File: src/rtl/usd_pkg.sv
// shared types, constants and helper functions of the utf-8 stream decoder
`timescale 1ns / 1ps

package usd_pkg;

  // result status codes
  localparam logic [1:0] STATUS_OK     = 2'd0;
  localparam logic [1:0] STATUS_BROKEN = 2'd1;
  localparam logic [1:0] STATUS_CUT    = 2'd2;

  // value limits
  localparam logic [31:0] MAX_VALUE   = 32'h7FFF_FFFF;
  localparam logic [30:0] REPLACEMENT = 31'h0000_FFFD;

  // byte classes
  localparam logic [7:0] CONT_SEL  = 8'hC0;
  localparam logic [7:0] CONT_TAG  = 8'h80;
  localparam logic [7:0] CONT_BITS = 8'h3F;

  // queue between front and back
  localparam int QDEPTH = 4;
  localparam int QPTR_W = $clog2(QDEPTH);
  localparam int QCNT_W = $clog2(QDEPTH + 1);

  // input request
  typedef struct packed {
    logic [7:0] byte_value;
    logic       end_of_stream;
  } usd_in_t;

  // result request
  typedef struct packed {
    logic [30:0] code_point;
    logic [1:0]  status;
    logic        last_of_run;
  } usd_out_t;

  // one classified input: a first result and an optional plain second byte
  typedef struct packed {
    logic [30:0] first_value;
    logic [1:0]  first_status;
    logic        has_second;
    logic [7:0]  second_byte;
  } usd_entry_t;

  // number of continuation bytes announced by a lead byte
  function automatic logic [2:0] usd_extra(input logic [7:0] b);
    logic [2:0] e;
    priority if (b < 8'hC0) e = 3'd0;
    else if (b < 8'hE0)     e = 3'd1;
    else if (b < 8'hF0)     e = 3'd2;
    else if (b < 8'hF8)     e = 3'd3;
    else if (b < 8'hFC)     e = 3'd4;
    else                    e = 3'd5;
    return e;
  endfunction

  // payload bits kept from the lead byte
  function automatic logic [7:0] usd_lead_mask(input logic [2:0] extra);
    logic [7:0] m;
    unique case (extra)
      3'd1:    m = 8'h1F;
      3'd2:    m = 8'h0F;
      3'd3:    m = 8'h07;
      3'd4:    m = 8'h03;
      3'd5:    m = 8'h03;
      default: m = 8'hFF;
    endcase
    return m;
  endfunction

  // out-of-range values become the replacement character
  function automatic logic [30:0] usd_clip(input logic [31:0] v);
    return (v > MAX_VALUE) ? REPLACEMENT : v[30:0];
  endfunction

endpackage

File: src/rtl/usd_front.sv
// front end: accepts bytes, tracks the pending sequence, classifies results
`timescale 1ns / 1ps

module usd_front import usd_pkg::*; (
  input  logic       clk,
  input  logic       rst_n,
  input  logic       in_valid,
  output logic       in_ready,
  input  usd_in_t    in_data,
  output logic       push_valid,
  output usd_entry_t push_entry,
  input  logic       q_full
);

  logic [31:0] acc_r, acc_nxt;
  logic [2:0]  rem_r, rem_nxt;
  logic        lm_r, lm_nxt;
  logic        accept;
  logic [7:0]  b;
  logic [2:0]  extra;
  logic        is_cont;
  logic [31:0] masked;
  logic [31:0] appended;

  assign in_ready = !q_full;
  assign accept   = in_valid && in_ready;
  assign b        = in_data.byte_value;
  assign extra    = usd_extra(b);
  assign is_cont  = (b & CONT_SEL) == CONT_TAG;
  assign masked   = lm_r ? acc_r : (acc_r & {24'h0, usd_lead_mask(rem_r)});
  assign appended = {masked[25:0], b[5:0] & CONT_BITS[5:0]};

  // sequence tracking and result classification
  always_comb begin
    acc_nxt    = acc_r;
    rem_nxt    = rem_r;
    lm_nxt     = lm_r;
    push_valid = 1'b0;
    push_entry = '{first_value: usd_clip(acc_r), first_status: STATUS_OK,
                   has_second: 1'b0, second_byte: b};
    if (accept) begin
      if (in_data.end_of_stream) begin
        // flush a pending partial value
        push_valid              = (rem_r != 3'd0);
        push_entry.first_status = STATUS_CUT;
        acc_nxt                 = '0;
        rem_nxt                 = '0;
        lm_nxt                  = 1'b0;
      end else if (rem_r != 3'd0 && is_cont) begin
        // continuation byte appends six bits
        rem_nxt = rem_r - 3'd1;
        if (rem_r == 3'd1) begin
          push_valid             = 1'b1;
          push_entry.first_value = usd_clip(appended);
          acc_nxt                = '0;
          lm_nxt                 = 1'b0;
        end else begin
          acc_nxt = appended;
          lm_nxt  = 1'b1;
        end
      end else if (rem_r != 3'd0) begin
        // broken sequence, the byte then starts over as a lead
        push_valid              = 1'b1;
        push_entry.first_status = STATUS_BROKEN;
        if (extra == 3'd0) begin
          push_entry.has_second = 1'b1;
          acc_nxt               = '0;
          rem_nxt               = '0;
        end else begin
          acc_nxt = {24'h0, b};
          rem_nxt = extra;
        end
        lm_nxt = 1'b0;
      end else begin
        // idle: single byte or new lead
        if (extra == 3'd0) begin
          push_valid             = 1'b1;
          push_entry.first_value = {23'h0, b};
        end else begin
          acc_nxt = {24'h0, b};
          rem_nxt = extra;
          lm_nxt  = 1'b0;
        end
      end
    end
  end

  // decoder state
  always_ff @(posedge clk) begin
    if (!rst_n) begin
      acc_r <= '0;
      rem_r <= '0;
      lm_r  <= 1'b0;
    end else begin
      acc_r <= acc_nxt;
      rem_r <= rem_nxt;
      lm_r  <= lm_nxt;
    end
  end

endmodule

File: src/rtl/usd_queue.sv
// short queue of classified entries between front and back
`timescale 1ns / 1ps

module usd_queue import usd_pkg::*; (
  input  logic       clk,
  input  logic       rst_n,
  input  logic       push_valid,
  input  usd_entry_t push_entry,
  output logic       q_full,
  input  logic       pop,
  output usd_entry_t head,
  output logic       q_empty
);

  usd_entry_t          slot_r [QDEPTH];
  logic [QPTR_W-1:0]   wr_ptr_r, wr_ptr_nxt;
  logic [QPTR_W-1:0]   rd_ptr_r, rd_ptr_nxt;
  logic [QCNT_W-1:0]   count_r, count_nxt;
  logic                do_push;
  logic                do_pop;

  assign q_full  = (count_r == QCNT_W'(QDEPTH));
  assign q_empty = (count_r == '0);
  assign head    = slot_r[rd_ptr_r];
  assign do_push = push_valid && !q_full;
  assign do_pop  = pop && !q_empty;

  // pointer and fill tracking
  always_comb begin
    wr_ptr_nxt = wr_ptr_r;
    rd_ptr_nxt = rd_ptr_r;
    count_nxt  = count_r;
    if (do_push) begin
      wr_ptr_nxt = (wr_ptr_r == QPTR_W'(QDEPTH - 1)) ? '0 : wr_ptr_r + QPTR_W'(1);
    end
    if (do_pop) begin
      rd_ptr_nxt = (rd_ptr_r == QPTR_W'(QDEPTH - 1)) ? '0 : rd_ptr_r + QPTR_W'(1);
    end
    if (do_push && !do_pop) begin
      count_nxt = count_r + QCNT_W'(1);
    end else if (do_pop && !do_push) begin
      count_nxt = count_r - QCNT_W'(1);
    end
  end

  always_ff @(posedge clk) begin
    if (!rst_n) begin
      wr_ptr_r <= '0;
      rd_ptr_r <= '0;
      count_r  <= '0;
    end else begin
      wr_ptr_r <= wr_ptr_nxt;
      rd_ptr_r <= rd_ptr_nxt;
      count_r  <= count_nxt;
    end
  end

  // entry storage
  always_ff @(posedge clk) begin
    if (do_push) begin
      slot_r[wr_ptr_r] <= push_entry;
    end
  end

endmodule

File: src/rtl/usd_back.sv
// back end: expands queue entries into result requests in an output register
`timescale 1ns / 1ps

module usd_back import usd_pkg::*; (
  input  logic       clk,
  input  logic       rst_n,
  input  usd_entry_t head,
  input  logic       q_empty,
  output logic       pop,
  output logic       out_valid,
  input  logic       out_ready,
  output usd_out_t   out_data
);

  logic       out_valid_r, out_valid_nxt;
  usd_out_t   out_data_r, out_data_nxt;
  logic       pend_r, pend_nxt;
  logic [7:0] sec_byte_r, sec_byte_nxt;
  logic       load;

  assign load      = !out_valid_r || out_ready;
  assign out_valid = out_valid_r;
  assign out_data  = out_data_r;

  // pick the next result: a pending second byte first, then the queue head
  always_comb begin
    out_valid_nxt = out_valid_r;
    out_data_nxt  = out_data_r;
    pend_nxt      = pend_r;
    sec_byte_nxt  = sec_byte_r;
    pop           = 1'b0;
    if (load) begin
      if (pend_r) begin
        out_valid_nxt = 1'b1;
        out_data_nxt  = '{code_point: {23'h0, sec_byte_r}, status: STATUS_OK,
                          last_of_run: 1'b1};
        pend_nxt      = 1'b0;
      end else if (!q_empty) begin
        pop           = 1'b1;
        out_valid_nxt = 1'b1;
        out_data_nxt  = '{code_point: head.first_value, status: head.first_status,
                          last_of_run: !head.has_second};
        pend_nxt      = head.has_second;
        sec_byte_nxt  = head.second_byte;
      end else begin
        out_valid_nxt = 1'b0;
      end
    end
  end

  always_ff @(posedge clk) begin
    if (!rst_n) begin
      out_valid_r <= 1'b0;
      pend_r      <= 1'b0;
    end else begin
      out_valid_r <= out_valid_nxt;
      pend_r      <= pend_nxt;
    end
  end

  // result payload
  always_ff @(posedge clk) begin
    out_data_r <= out_data_nxt;
    sec_byte_r <= sec_byte_nxt;
  end

endmodule

File: src/rtl/utf8_stream_decoder_core.sv
// top level of the utf-8 stream decoder: front, queue and back joined
//
//  channel   dir  handshake             payload
//  in_       in   in_valid / in_ready   usd_in_t  (byte_value, end_of_stream)
//  out_      out  out_valid / out_ready usd_out_t (code_point, status, last_of_run)
//
// one byte is accepted per cycle while the queue is not full; decoder state updates in the front in that cycle
// a result is written to a queue slot when its byte is accepted, then loaded into the output register
// a broken sequence followed by a single byte yields two results from one queue entry
// the four-entry queue absorbs those second results and output stalls
// in_ready drops only while the queue holds four entries
// rst_n is synchronous, active low; it clears state, queue and output valid
`timescale 1ns / 1ps

module utf8_stream_decoder_core import usd_pkg::*; (
  input  logic     clk,
  input  logic     rst_n,
  input  logic     in_valid,
  output logic     in_ready,
  input  usd_in_t  in_data,
  output logic     out_valid,
  input  logic     out_ready,
  output usd_out_t out_data
);

  logic       push_valid;
  usd_entry_t push_entry;
  logic       q_full;
  logic       q_empty;
  logic       pop;
  usd_entry_t head;

  // byte classification
  usd_front u_front (
    .clk        (clk),
    .rst_n      (rst_n),
    .in_valid   (in_valid),
    .in_ready   (in_ready),
    .in_data    (in_data),
    .push_valid (push_valid),
    .push_entry (push_entry),
    .q_full     (q_full)
  );

  // decoupling queue
  usd_queue u_queue (
    .clk        (clk),
    .rst_n      (rst_n),
    .push_valid (push_valid),
    .push_entry (push_entry),
    .q_full     (q_full),
    .pop        (pop),
    .head       (head),
    .q_empty    (q_empty)
  );

  // result delivery
  usd_back u_back (
    .clk       (clk),
    .rst_n     (rst_n),
    .head      (head),
    .q_empty   (q_empty),
    .pop       (pop),
    .out_valid (out_valid),
    .out_ready (out_ready),
    .out_data  (out_data)
  );

endmodule

File: config.mk
export PLATFORM = sky130hd
export DESIGN_NAME = utf8_stream_decoder_core
export DESIGN_NICKNAME = d
export VERILOG_FILES = /design/src/rtl/usd_pkg.sv /design/src/rtl/usd_front.sv /design/src/rtl/usd_queue.sv /design/src/rtl/usd_back.sv /design/src/rtl/utf8_stream_decoder_core.sv
export SDC_FILE = /design/constraint.sdc
export NUM_CORES = 1
export LEC_CHECK = 0
export BUFFER_PORTS_ARGS = -buffer_cell sky130_fd_sc_hd__buf_4
export CAP_MARGIN = 15
export CORE_ASPECT_RATIO = 0.5
export CORE_UTILIZATION = 45
export DETAILED_ROUTE_END_ITERATION = 10
export PLACE_DENSITY = 0.76
export SYNTH_ARGS = -nofsm -noshare
export SYNTH_HDL_FRONTEND = slang
export SYNTH_HIERARCHICAL = 1
export SYNTH_SLANG_ARGS = --single-unit
File: constraint.sdc
create_clock -name clk -period 2.8 [get_ports clk]
set_clock_uncertainty 0.05 [all_clocks]
set_input_delay 0.14 -clock clk [delete_from_list [all_inputs] [get_ports clk]]
set_output_delay 0.14 -clock clk [all_outputs]
set_load 0.05 [all_outputs]
==> impl_metrics.py <==
metrics = {
    "worst_setup_path": {
        "cp.arrival_ps": 3040,
        "regToRegEndpoint": "u_queue/count_r[2]",
        "r2r_start": "u_front/rem_r[0]",
        "critical_path_class": "flop to flop",
        "cp-start-kind": "flop",
        "path_max_fanout": 5,
        "reg2reg_depth": 12,
        "endpoint_kind": "flop",
        "required_ps": 3190,
        "rrSetupSlack_ps": 150,
    },
    "placed_design": {
        "numPlacedInstances": 978,
        "pre_cts_ws_ps": 98.64,
        "port_buffers": 48,
        "gp_congestion": 0.9037,
        "dp_hpwl_mm": 13.93,
    },
    "floorplanning": {
        "core-area_um2": 23030,
        "dieWidth_um": 219.5,
        "io_pins": 49,
        "die_h_um": 110.8,
        "start_util_pct": 46.22,
        "rows": 39,
        "dieArea_um2": 24310,
    },
    "yosys": {
        "yosys_register_bits": 257,
        "synth_nets": 662,
        "synth.distinct_cells": 68,
        "synth_edf_count": 210,
        "postSynthCellCount": 637,
        "syn_avg_cell_area_um2": 16.71,
        "synth_async_sr_flop_share_pct": 0,
        "synth_most_common_cell": "edfxtp_1",
        "synth_top_cell_by_area": "edfxtp_1",
        "ys_seq_area_share_pct": 68.08,
        "synthTopCellsByCount": "210 x edfxtp_1, 47 x dfxtp_1, 41 x a22o_1",
        "ys_top_cells_by_area": "edfxtp_1 59%, dfxtp_1 8.8%, mux4_2 8.5%",
        "ys.flop_type": "edfxtp_1",
        "yosysTopAreaCellShare_pct": 59.24,
        "synth_area_um2": 10650,
        "synth_warnings": 6,
    },
    "sta": {
        "worst_slew_pin_slew_ps": 757.8,
        "setup_viol": 0,
        "period_minus_slack_ps": 2650,
        "slew_headroom_pct": 49.32,
        "fin_ws_ps": 150.5,
        "timing.fmax_mhz": 377.4,
        "timing.final.crit_share_pct": 94.63,
        "hold_violations": 0,
        "grt_setup_unrepaired": "true",
        "drv_slew": 0,
    },
    "cells_and_area": {
        "nets": 732,
        "drive_gt1_share_pct": 27.45,
        "diodes": 0,
        "syn2layout_area_growth_pct": 15.02,
        "instances_no_fill": 1032,
    },
    "pwr": {
        "irDropWorstVdd_mv": 0.5295,
        "p_per_area_nw_per_um2": 921.2,
        "p_leak_nw": 4.250,
    },
    "clock_network": {
        "cts-root-buf": "clkbuf_16",
        "cts-buffers-inserted": 24,
        "cts_tree": "built",
        "clock_latency_ps": 530,
        "cts_setup_buffers": 0,
        "h-tree-depth": 1,
        "cts_buffer_depth": 3,
        "clock-sinks": 257,
        "path_clk_slew_ps": 70,
    },
    "global_routing": {
        "antenna_found_initial": 0,
        "grt_pass1_vias": 6057,
        "overflow": 0,
        "grt_pass1_wl_mm": 34.40,
        "grt_usage_pct": 18.46,
        "grt_start_max_net_pins": 38,
    },
    "route": {
        "dr.pass1.iters": 8,
        "vias": 5956,
        "drtIter0Drc": 474,
        "wl_per_cell_um": 21.34,
        "post-route-drc-count": 6,
        "totalWireLength_mm": 22.03,
        "vias_per_cell": 5.771,
        "antenna_left": 0,
    },
    "min_path": {
        "min_path_cells": 2,
        "hp-start": "in_data[0]",
        "holdPathEnd": "u_queue/slot_r[2][10]",
        "holdCritPathClass": "input pin to flop",
    },
    "outcome": {
        "violations": "DRC",
        "status": "finished with violations",
    },
    "flow_run": {
        "maxCapViolCount": 0,
    },
}
[worst max path at each step]
stage | end | from | depth (start not counted) | slack, ps
2_1_floorplan | u_queue/count_r[2] | u_front/rem_r[0] | 14 | 40
3_3_place_gp | u_queue/count_r[2] | u_front/rem_r[0] | 12 | 190
3_5_place_dp | u_queue/count_r[2] | u_front/rem_r[0] | 12 | 100
4_1_cts | u_queue/count_r[2] | u_front/rem_r[0] | 12 | 80
5_1_grt | u_queue/count_r[2] | u_front/rem_r[0] | 12 | -50
6_report | u_queue/count_r[2] | u_front/rem_r[0] | 12 | 150
[worst max-delay path: stages, from the launching register on]
cell and delay [ps]:
dfxtp_1 340, inv_1 110, ha_2 230, nor2_1 100, o21ai_1 180, o211a_1 150
nor2b_2 150, ha_2 200, inv_1 50, fa_1 370, xor2_1 160, or3_1 300
a21boi_0 170
[cell usage in the layout (no fill, tap or decap), types with 10 or more instances in the layout]
cell           netlist  final
a22o_1              41     41
buf_4               14     82
clkbuf_16            0     25
dfxtp_1             47     45
dlygate4sd3_1        0     10
edfxtp_1           210    210
inv_1               13     13
mux4_2              40     40
nand2_1             22     22
nor2_1              11     11
nor2b_1             34     32
nor3_1              11     10
o21ai_0             16     16
[power by group]
part	internal (mW)	switching [mW]	leakage (nW)	total, mW
sequential	4.79	0.179	2.39	4.96
clock	1.81	1.41	0.389	3.22
combinational	1.09	2.01	1.47	3.10
total	7.68	3.60	4.25	11.3
[area by class of cell]
cell class | count | area [um^2]
multi-input combinational | 318 | 3038
tap | 307 | 384.1
fill | 1820 | 10790
timing repair buffer | 93 | 735.7
sequential | 257 | 7249
clock inverter | 14 | 113.9
clock buffer | 30 | 674.4
inverter | 13 | 48.80
[per-stage QoR]
stage	total power, mW	hold WS, ps	TNS, ps	util [%]	cell area (um^2)
after floorplan	7.310	215.5	0	-	10670
after global placement	8.079	319.6	0	49.24	11340
after detailed placement	8.162	329.1	0	49.24	11340
after CTS	11.37	115.2	0	53.10	12230
after global routing	11.70	141.8	-47.43	53.16	12240
final	11.28	131.1	0	53.16	12240
[registers in the layout (all words and copies together), names as in the netlist, 2 cells and up, named ones only]
register and count:
u_front/acc_r 32, u_queue/count_r 3, u_back/out_data 34, u_queue/wr_ptr_r 2, u_queue/rd_ptr_r 2, u_front/rem_r 3, u_queue/slot_r 168, u_back/sec_byte_r 8
[metal layers]
layer,track usage (%),part of all wire (%),routed length [um],up-vias
met1,25.49,44,9600,3033
met2,29.67,48,10590,205
met3,3.731,5.8,1273,45
li1,-,-,-,2673
met5,0,0,0,-
met4,5.324,2.6,565,0
[kinds of logic after synthesis]
logic type	count (synthesis)	share of synthesized area [%]
adder cells (fa/ha/maj)	12	1.481
flip-flops	257	68.08
XOR/XNOR	3	0.2469
AO/OA/AOI/OAI	126	9.250
buffers and inverters	62	3.785
AND/OR/NAND/NOR	123	6.970
multiplexers	54	10.19
[what timing repair did]
action                                  CTS  global route
hold buffers                             10             0
hold endpoints to repair                 55             0
resized for setup                         0             4
endpoints found under the setup margin    0             6
Note: power is estimated with default switching activity, not from simulation.
